$ cat src/pas_pkg.sv
// Shared constants, types and helpers of the preferential attachment selector.
// No dependencies; pas_if, pas_mod, the selector and the bench refer to it by scoped names.
package pas_pkg;

  localparam int MAX_NODES  = 1024;
  localparam int SEED_NODES = 3;

  localparam int IN_NODE_W = 10;                  // width of node fields on the ports
  localparam int RND_W     = 32;
  localparam int DEG_W     = 16;
  localparam int NODE_W    = $clog2(MAX_NODES);
  localparam int TOT_W     = NODE_W + DEG_W + 1;  // sum of (degree + 1) over all nodes
  localparam int DIV_CNT_W = $clog2(RND_W);
  localparam int WT_W      = 32;

  localparam logic [DEG_W-1:0] DEG_MAX  = {DEG_W{1'b1}};
  localparam logic [DEG_W-1:0] SEED_DEG = DEG_W'(SEED_NODES - 1);

  typedef enum logic [1:0] {
    STAT_ATTACH = 2'd0,
    STAT_NONE   = 2'd1,
    STAT_CLEAR  = 2'd2
  } status_t;

  typedef enum logic [0:0] {
    ACT_CLEAR  = 1'b0,
    ACT_ATTACH = 1'b1
  } action_t;

  typedef enum logic [3:0] {
    ST_CLR,
    ST_IDLE,
    ST_SUM,
    ST_DIV,
    ST_WALK,
    ST_BUMP_T,
    ST_WR_N,
    ST_DONE
  } state_t;

  function automatic logic [DEG_W-1:0] deg_inc(input logic [DEG_W-1:0] d);
    deg_inc = (d == DEG_MAX) ? d : d + 1'b1;
  endfunction

endpackage

$ cat src/pas_mod.sv
// Restoring remainder unit: random word modulo the weight total, one bit a cycle.
// Depends on pas_pkg.
module pas_mod (
  input  logic                        clk,
  input  logic                        rst_n,
  input  logic                        start,
  input  logic [pas_pkg::RND_W-1:0]   dividend,
  input  logic [pas_pkg::TOT_W-1:0]   divisor,
  output logic                        done,
  output logic [pas_pkg::TOT_W-1:0]   rem
);

  logic                            busy_r, busy_nxt;
  logic                            done_r, done_nxt;
  logic [pas_pkg::DIV_CNT_W-1:0]   cnt_r, cnt_nxt;
  logic [pas_pkg::RND_W-1:0]       dvd_r, dvd_nxt;
  logic [pas_pkg::TOT_W-1:0]       rem_r, rem_nxt;
  logic [pas_pkg::TOT_W:0]         trial;

  assign trial = {rem_r, dvd_r[pas_pkg::RND_W-1]};

  always_comb begin
    busy_nxt = busy_r;
    done_nxt = 1'b0;
    cnt_nxt  = cnt_r;
    dvd_nxt  = dvd_r;
    rem_nxt  = rem_r;
    if (start) begin
      busy_nxt = 1'b1;
      cnt_nxt  = '0;
      dvd_nxt  = dividend;
      rem_nxt  = '0;
    end else if (busy_r) begin
      dvd_nxt = {dvd_r[pas_pkg::RND_W-2:0], 1'b0};
      if (trial >= {1'b0, divisor}) begin
        rem_nxt = pas_pkg::TOT_W'(trial - {1'b0, divisor});
      end else begin
        rem_nxt = trial[pas_pkg::TOT_W-1:0];
      end
      cnt_nxt = cnt_r + 1'b1;
      if (cnt_r == pas_pkg::DIV_CNT_W'(pas_pkg::RND_W - 1)) begin
        busy_nxt = 1'b0;
        done_nxt = 1'b1;
      end
    end
  end

  always_ff @(posedge clk) begin
    if (!rst_n) begin
      busy_r <= 1'b0;
      done_r <= 1'b0;
    end else begin
      busy_r <= busy_nxt;
      done_r <= done_nxt;
    end
    cnt_r <= cnt_nxt;
    dvd_r <= dvd_nxt;
    rem_r <= rem_nxt;
  end

  assign done = done_r;
  assign rem  = rem_r;

  a_rem_below_div: assert property (@(posedge clk) disable iff (!rst_n)
    done_r |-> (rem_r < divisor))
    else $error("remainder not below divisor");

  a_no_restart: assert property (@(posedge clk) disable iff (!rst_n)
    busy_r |-> !start)
    else $error("remainder unit restarted while busy");

endmodule

$ cat config.mk
export PLATFORM = sky130hd
export DESIGN_NAME = pas_mod
export DESIGN_NICKNAME = d
export VERILOG_FILES = /design/src/pas_pkg.sv /design/src/pas_mod.sv
export SDC_FILE = /design/constraint.sdc
export NUM_CORES = 1
export LEC_CHECK = 0
export ABC_AREA = 1
export BUFFER_PORTS_ARGS = -buffer_cell sky130_fd_sc_hd__buf_2
export CORE_ASPECT_RATIO = 1.2
export CORE_UTILIZATION = 57
export CTS_CLUSTER_SIZE = 28
export DETAILED_ROUTE_END_ITERATION = 16
export PLACE_DENSITY = 0.81
export REMOVE_ABC_BUFFERS = 1
export SLEW_MARGIN = 5
export SYNTH_ARGS = -nofsm -noshare
export SYNTH_HDL_FRONTEND = slang
export SYNTH_SLANG_ARGS = --single-unit
$ cat constraint.sdc
create_clock -name clk -period 2.8 [get_ports clk]
set_clock_uncertainty 0.1 [all_clocks]
set_input_delay 0 -clock clk [delete_from_list [all_inputs] [get_ports clk]]
set_output_delay 0 -clock clk [all_outputs]
set_load 0.02 [all_outputs]
* Word-level counts from Yosys, hierarchy flattened *
Index checks and enable logic that the tools add are counted.

operators by class
  $add $sub $neg = 2
  $lt $le $gt $ge = 1
  equality and inequality tests = 1
  multiplexer cells = 7
  bitwise logic cells = 2
  reductions and logical operators = 2

operators with widths
  operator               number
  $mux W32               2
  $ge A28 B27 Y1         1
  $mux W27               1
  $sub A27 B27 Y27       1
  $add A5 B1 Y5 const B  1
  $eq A5 B5 Y1 const B   1
  $mux W1                4
  $reduce_or A3 Y1       1
  $not A1 Y1             2
  $reduce_bool A2 Y1     1

word-level totals
  flip-flop bits (word level) = 66
  input port bits = 62
  output and inout bits = 28
  word-level logic and storage cells = 20

* Longest topological paths before layout *
Gate-level depths: netlist of run 1.

  depth in word-level cells = 4
  mapped depth = 15
  depth with buffers taken out = 15

* Worst setup path after synthesis of run 1 *
Ideal clock, no wire load.

  kind = register to register
  from = register rem_r (netlist bit rem[0])
  to = register rem_r (netlist bit rem[12])
  library setup time = 0.173 ns
  arrival time = 1.948 ns
  data required time = 2.527 ns
  slack = 0.578 ns
  cell stages (with the launch flop) = 14
  buffers on the path = 1
  period minus slack after synthesis = 2.222 ns
  cell sequence = dfxtp_1 inv_1 fa_1 inv_1 nand2_1 nand2_1 nand2_1 nand3_1 nand2_4 nand3_4 buf_6 nand2_1 nand3_1 o21ai_1

between the ends
  cells in the longest elaborated chain, start to end = 2
  elaborated cells on any way between the ends = 3
  those cells by class = add/sub (1); order compare (1); mux (1)

RTL lines
  item                                                       RTL line                      text
  start, declared                                            pas_mod.sv:17                 logic [pas_pkg::TOT_W-1:0] rem_r, rem_nxt;
  start signal, assigned                                     pas_mod.sv:58                 rem_r <= rem_nxt;
  $sub A27 B27 Y27 / $ge A28 B27 Y1 (equally long branches)  pas_mod.sv:36, pas_mod.sv:35
  $mux W27 (*)                                               pas_mod.sv:35                 if (trial >= {1'b0, divisor}) begin

Every way passes the cells marked *; elsewhere a longest branch is shown, timed or not.
A chain may end at the register's enable or synchronous reset.

* Worst setup path after layout of run 1 *
  from = register dvd_r[31] (netlist name)
  to = register rem_r (netlist bit rem[8])

between the ends
  cells in the longest elaborated chain, start to end = 2
  elaborated cells on any way between the ends = 3
  those cells by class = add/sub (1); order compare (1); mux (1)

RTL lines
  item                                                       RTL line                      text
  start, declared                                            pas_mod.sv:16                 logic [pas_pkg::RND_W-1:0] dvd_r, dvd_nxt;
  start signal, assigned                                     pas_mod.sv:57                 dvd_r <= dvd_nxt;
  $sub A27 B27 Y27 / $ge A28 B27 Y1 (equally long branches)  pas_mod.sv:36, pas_mod.sv:35
  $mux W27 (*)                                               pas_mod.sv:35

Marked as above.

==> reports/results.tsv, run 1 <==
metric	value	unit
peak supply drop	0.000367	V
register area share after synthesis	31.6	%
Yosys warnings	0	
Post-synth top cells	nand2_1 (336), inv_1 (172), nand3_1 (54), dfxtp_1 (34), nand4_1 (34)	
Gate power share	15.3	%
number of enable flip-flop cells after synthesis	32	
fmax	395	MHz
most numerous cell in the Yosys netlist	nand2_1	
DRC Markers	0	
proportion of synthesized flip-flops having asynchronous set or reset	0	%
critical path buffer and inverter count	2	
CP endpoint kind	register	
Total Wirelength	14800	µm
WS Path Type	reg2reg	
Clock Tree Buf Depth	2	
Final period util	90.5	%
antenna cell count	0	
row count	37	
Worst Path Max Fanout	27	
area grow syn2layout	21.0	%
fin util	72.2	%
die extent in x	89.1	µm
Area contributors post-synth	nand2_1 (24%), edfxtp_1 (19%), dfxtp_1 (13%)	
Overall Power	2280	µW
layout cells sized above 1	14.6	%
CP cell instances	inv_1 -> ha_1 -> fa_1 -> inv_1 -> nand2_1 -> nand2_1 -> nand2_1 -> nand3_1 -> nand2_4 -> nand3_4 -> nand2_1 -> nand3_1 -> o21ai_1	
# port buffers	89	
DR vias/cell	5.14	
CTS Root Buffer Type	clkbuf_8	
failing checks	hold timing	
GRT overflow	0	
critical path arrival	2.68	ns
CTS H-tree depth	3	
outcome	finished with violations	
Slew Viols, Final	0	
Worst-Skew Late Latency	0.36	ns
DR WL/cell	13.9	µm
Final Critical Period	2.53	ns
Die Area	9490	µm²
area leader, netlist	nand2_1	
Core Box Area	8700	µm²
Req. time, crit path	2.95	ns
switch share	28.5	%
mux contribution to synthesized area	0	%
initial drt markers	426	
Hold Vio Cnt, Final	1	
largest net degree at the start of global routing	47	
HPWL Detailed	9910	µm
#FFs+latches synth	66	
Synth Area in Compound Gates	3.74	%
most used cell, CP	nand2_1	
LEAKAGE	0.00361	µW
crit-path leading delay family	simple AND/OR/NAND/NOR gates	
Starting Density	59.6	%
Syn Area/Cell	6.31	µm²
CTS sink count	66	
global-route wire length before repair	23800	µm
vias in the first global route	5287	
Fin Hold WS	-0.000584	ns
Slew @ Worst Pin	0.928	ns
Synth Area in XOR/XNOR	2.03	%
Startpoint Class	register	
Psw	650	µW
vias post-DR	5475	
post_cts resized	0	
Tot GR Track Use	32.7	%
Hold Path Class	in2reg	
Post-Synth Simple-Gate Area	40.7	%
filler cell count	775	
multi-input logic area	2800	µm²
# setup viols final	0	
number of nets with antenna violations after routing	0	
Sequential Area	1640	µm²
Mapped Cells	823	
Clock power frac	36.6	%
DR pass1 iterations	5	
Post-CTS Setup Bufs	0	
area of the mapped netlist	5190	µm²
largest family of logic cells by synthesized area	simple AND/OR/NAND/NOR gates	
Die Ht	107	µm
Power Density	363	nW/µm²
top cell type's share of synthesized area	24.3	%
Sequential Power Share	48.1	%
Primary FF master, synth	dfxtp_1	
setup TNS	0	ns
CTS Buf Count	9	
Max Cap Viol	0	
Slew HR	38.1	%
num ports	90	
slowest CP cell	fa_1	
TritonCTS clock tree	done	
Post-Synth Adder-Cell Area	7.38	%
CTS clk-pin slew, worst paths	0.08	ns
initial antenna violation count	0	
RSZ-0062 raised after global routing	no	
gpl congestion	0.961	
NumNets Final	1036	
post-synth cell types	38	
Int Pwr	1630	µW
CP peak stage delay	0.41	ns
## worst register-to-register path, delay by kind of cell, from the launching register on
family,cells,cell delay [ns]
compound gates,1,0.06
fa+ha+maj,2,0.61
buf+inv,2,0.14
flops,1,0.33
simple gates,8,1.22
## per-layer routing
metal | global-route usage [%] | vias up | part of all wire, %
met4 | 14.1 | 0 | 3.4
met2 | 57.5 | 223 | 50
met1 | 37.8 | 2441 | 40
met3 | 6.29 | 41 | 6.8
li1 | - | 2770 | -
met5 | 0 | - | 0
## through the flow
| stage | cell area [µm²] | setup slack (ns) | cells | hold WS [ns] |
|---|---|---|---|---|
| after CTS | 6280 | 0.292 | 1066 | 0.00617 |
| after floorplan | 5090 | 0.360 | 803 | -0.0207 |
| after global placement | 5760 | 0.373 | 1017 | 0.151 |
| final | 6280 | 0.267 | 1066 | -0.000584 |
| after detailed placement | 5760 | 0.308 | 1017 | 0.150 |
| after global routing | 6280 | 0.0406 | 1066 | 0.0619 |
## sequential cells by signal, indices dropped and copies added, names as in the netlist
signal,flops
cnt_r,5
rem,27
done,1
busy_r,1
dvd_r,32
## power by group through the flow
stage | Sequential, µW | Clock (µW) | Combinational (µW)
after floorplan | 1110 | 0 | 185
after global routing | 1100 | 870 | 387
after CTS | 1090 | 828 | 333
final | 1100 | 835 | 348
after global placement | 1110 | 0 | 290
after detailed placement | 1120 | 0 | 295
## layout by cell type, fill, tap and decap left out, types with 2 or more instances in the layout
master and n:
nand2_2 5, nor3_1 5, clkbuf_8 9, ha_1 29, nor2_2 4, nand3_2 8
xnor2_1 10, nand2_1 336, edfxtp_1 32, nor2_4 2, nor2_1 30, o21ai_1 5
dfxtp_1 34, inv_2 2, xor2_1 2, inv_1 172, buf_4 7, and2_1 2
buf_2 89, a21oi_1 15, dlygate4sd3_1 33, o21ai_0 9, clkinv_2 2, nand3_1 54
nand4_1 34
## repair_timing
action	in CTS	in global routing
setup endpoints to repair	0	0
hold buffers	33	0
hold endpoints to repair	34	0
## final cells by class
type / count / area share [%]
Clock buffer: 9 / 1.97
Inverter: 174 / 10.4
Tap cell: 117 / 2.33
Timing Repair Buffer: 130 / 13.5
Sequential cell: 66 / 26.1
Multi-Input combinational cell: 563 / 44.6
Clock inverter: 7 / 1.10
## final timing paths
path              startpoint      end  slack (ns)  cells past startpoint
setup / recovery   dvd_r[31]   rem[8]        0.27                     13
hold / removal    divisor[0]   rem[0]     -0.0006                      5
setup reg to reg   dvd_r[31]   rem[8]        0.27                     13
hold reg to reg      rem[13]  rem[13]        0.39                      2
## kinds of logic after synthesis
family / Yosys count
xor+xnor: 12
flops: 66
compound gates: 34
simple gates: 487
buf+inv: 194
fa+ha+maj: 30
Note: power is estimated with default switching activity, not from simulation.
==> run 2, diff against run 1 <==
- CORE_UTILIZATION: 57 -> 35
- PLACE_DENSITY: 0.81 -> not set
- REMOVE_ABC_BUFFERS: 1 -> not set
==> reports/results.tsv, run 2 (synthesis gave the netlist of run 1 again) <==
metric	value	unit
DR WL/cell	12.7	µm
DR pass1 iterations	5	
Clock Tree Buf Depth	2	
layout cells sized above 1	14.8	%
Power Density	406	nW/µm²
row count	48	
Hold Vio Cnt, Final	0	
Tot GR Track Use	19.5	%
Worst Path Max Fanout	27	
Slew Viols, Final	0	
peak supply drop	0.000306	V
setup TNS	0	ns
num ports	90	
critical path arrival	2.64	ns
CTS Hold Bufs	34	
Slew @ Worst Pin	0.939	ns
DRC Markers	0	
HPWL Detailed	10700	µm
gpl congestion	0.905	
initial antenna violation count	0	
outcome	complete, no violations	
die extent in x	113	µm
Slew HR	37.3	%
Die Area	15300	µm²
CTS clk-pin slew, worst paths	0.06	ns
Max Cap Viol	0	
post_cts resized	0	
Core Box Area	14400	µm²
CTS Buf Count	9	
DR vias/cell	4.62	
TritonCTS clock tree	done	
Hold Path Class	in2reg	
Largest register FFs	32	
Total Wirelength	14400	µm
NumNets Final	1038	
setup slack at placement	0.303	ns
Cell Count, Final, Fillers Out	1126	
RSZ-0062 raised after global routing	no	
LEAKAGE	0.00367	µW
Worst-Skew Late Latency	0.35	ns
largest net degree at the start of global routing	34	
most common cell after layout, fill and taps aside	nand2_1	
GRT overflow	0	
Final period util	89.7	%
CTS sink count	66	
CTS H-tree depth	3	
area grow syn2layout	25.0	%
antenna cell count	0	
Die Ht	135	µm
most frequent cells in the layout	nand2_1 (336), inv_1 (172), buf_2 (89)	
# setup viols final	0	
vias in the first global route	4869	
CP endpoint kind	register	
WS Path Type	reg2reg	
CTS Root Buffer Type	clkbuf_16	
initial drt markers	293	
Fin Hold WS	0.0482	ns
# port buffers	89	
Syn Nets	915	
Req. time, crit path	2.93	ns
Starting Density	36.0	%
fmax	398	MHz
setup ws final	0.288	ns
Post-CTS Setup Bufs	0	
vias post-DR	5206	
dpl cells	1076	
Final Critical Period	2.51	ns
Biggest register	dvd_r	
global-route wire length before repair	23400	µm
number of nets with antenna violations after routing	0	
Startpoint Class	register	
[run 2: changes by cell type in the layout (fill, tap and decap cells not counted), sizes merged]
| cell | previous run | this run |
|---|---|---|
| buf | 97 | 98 |
| clkinv | 4 | 1 |
| dlygate4sd3 | 33 | 34 |
| inv | 175 | 178 |
[run 2: path summary, 6_finish.rpt]
kind | from | to | slack [ns] | depth (start not counted)
max | dvd_r[31] | rem[12] | 0.29 | 13
min | divisor[0] | rem[0] | 0.05 | 5
max reg2reg | dvd_r[31] | rem[12] | 0.29 | 13
min reg2reg | rem[15] | rem[15] | 0.38 | 2
[run 2: area by class of cell]
class,count,area [µm²]
Clock buffer,9,225
Clock inverter,7,83.8
Fill cell,1578,7930
Inverter,174,653
Multi-Input combinational cell,563,2800
Sequential cell,66,1640
Tap cell,175,219
Timing Repair Buffer,132,866
[run 2: power by group]
| part | total, µW | switching (µW) | leakage [µW] | internal (µW) |
|---|---|---|---|---|
| clock network | 1200 | 490 | 0.000149 | 707 |
| logic | 340 | 195 | 0.00291 | 144 |
| registers | 1100 | 18.3 | 0.000604 | 1080 |
[run 2: through the flow]
step	power (µW)	instance area [µm²]	util (%)
6_report	2630	6490	45.0
5_1_grt	2730	6490	45.0
4_1_cts	2650	6490	45.0
3_5_place_dp	1420	5840	40.5
3_3_place_gp	1420	5840	40.5
2_1_floorplan	1310	5190	-
[run 2: metal layers]
layer	routed length, µm	share of wire (%)	vias up	track usage, %
met5	0	0	-	0
met4	268	1.9	0	7.46
met3	514	3.6	21	3.22
met2	7070	49	112	34.3
met1	6500	45	2288	23.9
li1	-	-	2785	-
[run 2: worst max-delay path, stage by stage, from the launching register on]
cell	delay (ns)
edfxtp_1	0.32
inv_1	0.05
ha_1	0.20
fa_1	0.40
inv_1	0.09
nand2_1	0.05
nand2_1	0.16
nand2_1	0.08
nand3_1	0.15
nand2_4	0.16
nand3_4	0.37
nand2_1	0.11
nand3_1	0.09
o21ai_1	0.06
==> run 3, diff against run 2 <==
- PLACE_DENSITY_LB_ADDON: not set -> 0.08
- clock period: 2.8 -> 2.4 ns (I/O delays scaled with it)
==> reports/results.tsv, run 3 (synthesis gave the netlist of run 1 again) <==
metric	value	unit
Overall Power	3060	µW
switch share	25.3	%
WS Path Type	reg2reg	
area grow syn2layout	26.9	%
initial antenna violation count	1	
Die Ht	135	µm
row count	48	
CTS Buf Count	9	
filler cell count	1547	
NumNets Final	1048	
Starting Density	36.0	%
HPWL Detailed	11300	µm
Hold Vio Cnt, Final	0	
critical path arrival	2.31	ns
Gate power share	13.0	%
Startpoint Class	register	
# port buffers	89	
Sequential Power Share	41.7	%
Worst-Skew Late Latency	0.34	ns
Largest register FFs	32	
Clock Tree Buf Depth	2	
GRT overflow	0	
DRC Markers	0	
vias in the first global route	5204	
placed inst area	5910	µm²
antenna cell count	0	
Final period util	90.7	%
TritonCTS clock tree	done	
Req. time, crit path	2.53	ns
Die Area	15300	µm²
number of nets with antenna violations after routing	0	
largest net degree at the start of global routing	34	
CTS Root Buffer Type	clkbuf_16	
global-route wire length before repair	24800	µm
outcome	complete, no violations	
RSZ-0062 raised after global routing	no	
Psw	774	µW
Core Box Area	14400	µm²
CTS sink count	66	
Post-CTS Setup Bufs	0	
Hold Path Class	in2reg	
# setup viols final	0	
Total Wirelength	14600	µm
Worst Path Max Fanout	10	
Slew HR	40.2	%
Syn Nets	915	
layout cells sized above 1	15.8	%
DR WL/cell	12.8	µm
num ports	90	
die extent in x	113	µm
peak supply drop	0.000364	V
initial drt markers	194	
most frequent cells in the layout	nand2_1 (336), inv_1 (172), buf_2 (89)	
Int Pwr	2290	µW
setup TNS	0	ns
fmax	459	MHz
DR pass1 iterations	4	
Clock power frac	45.3	%
final instance area	6580	µm²
LEAKAGE	0.00373	µW
vias post-DR	5129	
CTS H-tree depth	3	
Max Cap Viol	0	
Sequential Area	1640	µm²
CTS clk-pin slew, worst paths	0.06	ns
multi-input logic area	2810	µm²
Slew Viols, Final	0	
Final Critical Period	2.18	ns
gpl congestion	0.886	
Power Density	465	nW/µm²
DR vias/cell	4.51	
most common cell after layout, fill and taps aside	nand2_1	
Tot GR Track Use	20.6	%
CP endpoint kind	register	
Slew @ Worst Pin	0.896	ns
Biggest register	dvd_r	
## run 3: cell count changes in the layout (fill, tap and decap cells not counted), moves of 2 or more
cell      change
inv_6         -3
buf_4         +7
clkbuf_8      +2
buf_6         +2
## run 3: path summary, 6_finish.rpt
check	startpoint	to	slack, ns	cells past startpoint
min reg2reg	cnt_r[3]	cnt_r[3]	0.39	1
max reg2reg	rem[11]	rem[26]	0.22	12
min	divisor[0]	rem[0]	0.02	5
max	rem[11]	rem[26]	0.22	12
## run 3: metrics by stage
step	worst slack, ns	util [%]	hold WS, ns	instances
floorplan	0.178	-	0.0251	823
global placement	0.195	41.0	0.146	1086
detailed placement	0.136	41.0	0.153	1086
CTS	0.133	45.5	0.00700	1136
global route	0.00402	45.7	0.0867	1136
finish	0.222	45.7	0.0199	1136
## run 3: timing repair
action | CTS | global route
resized for setup | 0 | 6
setup endpoints to repair | 0 | 23
hold buffers | 34 | 0
endpoints found under the hold margin | 36 | 0
## run 3: final cells by class
class | instances | share of cell area (%)
multi-input combinational | 563 | 42.6
tap | 175 | 3.33
timing repair buffer | 142 | 14.5
clock inverter | 4 | 0.760
inverter | 174 | 9.92
clock buffer | 12 | 3.90
sequential | 66 | 24.9
## run 3: layer usage
metal	GRT usage, %	vias up	wire length (µm)
met5	0	-	12
met4	7.75	2	327
met3	3.85	19	507
met2	37.6	89	7340
met1	23.9	2224	6370
li1	-	2795	-
## run 3: power by group through the flow
stage / registers [µW] / logic, µW / clock network [µW]
after floorplan: 1300 / 227 / 0
after global placement: 1300 / 358 / 0
after detailed placement: 1300 / 361 / 0
after CTS: 1280 / 402 / 1430
after global routing: 1290 / 453 / 1490
final: 1280 / 397 / 1390
## run 3: critical path: stages (launching register included)
cell     delay (ns)
dfxtp_1        0.33
ha_1           0.37
nand2_1        0.13
nor2_2         0.16
inv_1          0.07
nor2_2         0.13
and2_4         0.17
nand2_4        0.06
nand3_4        0.13
buf_6          0.19
nand3_1        0.10
nand2_1        0.07
nand2_1        0.04
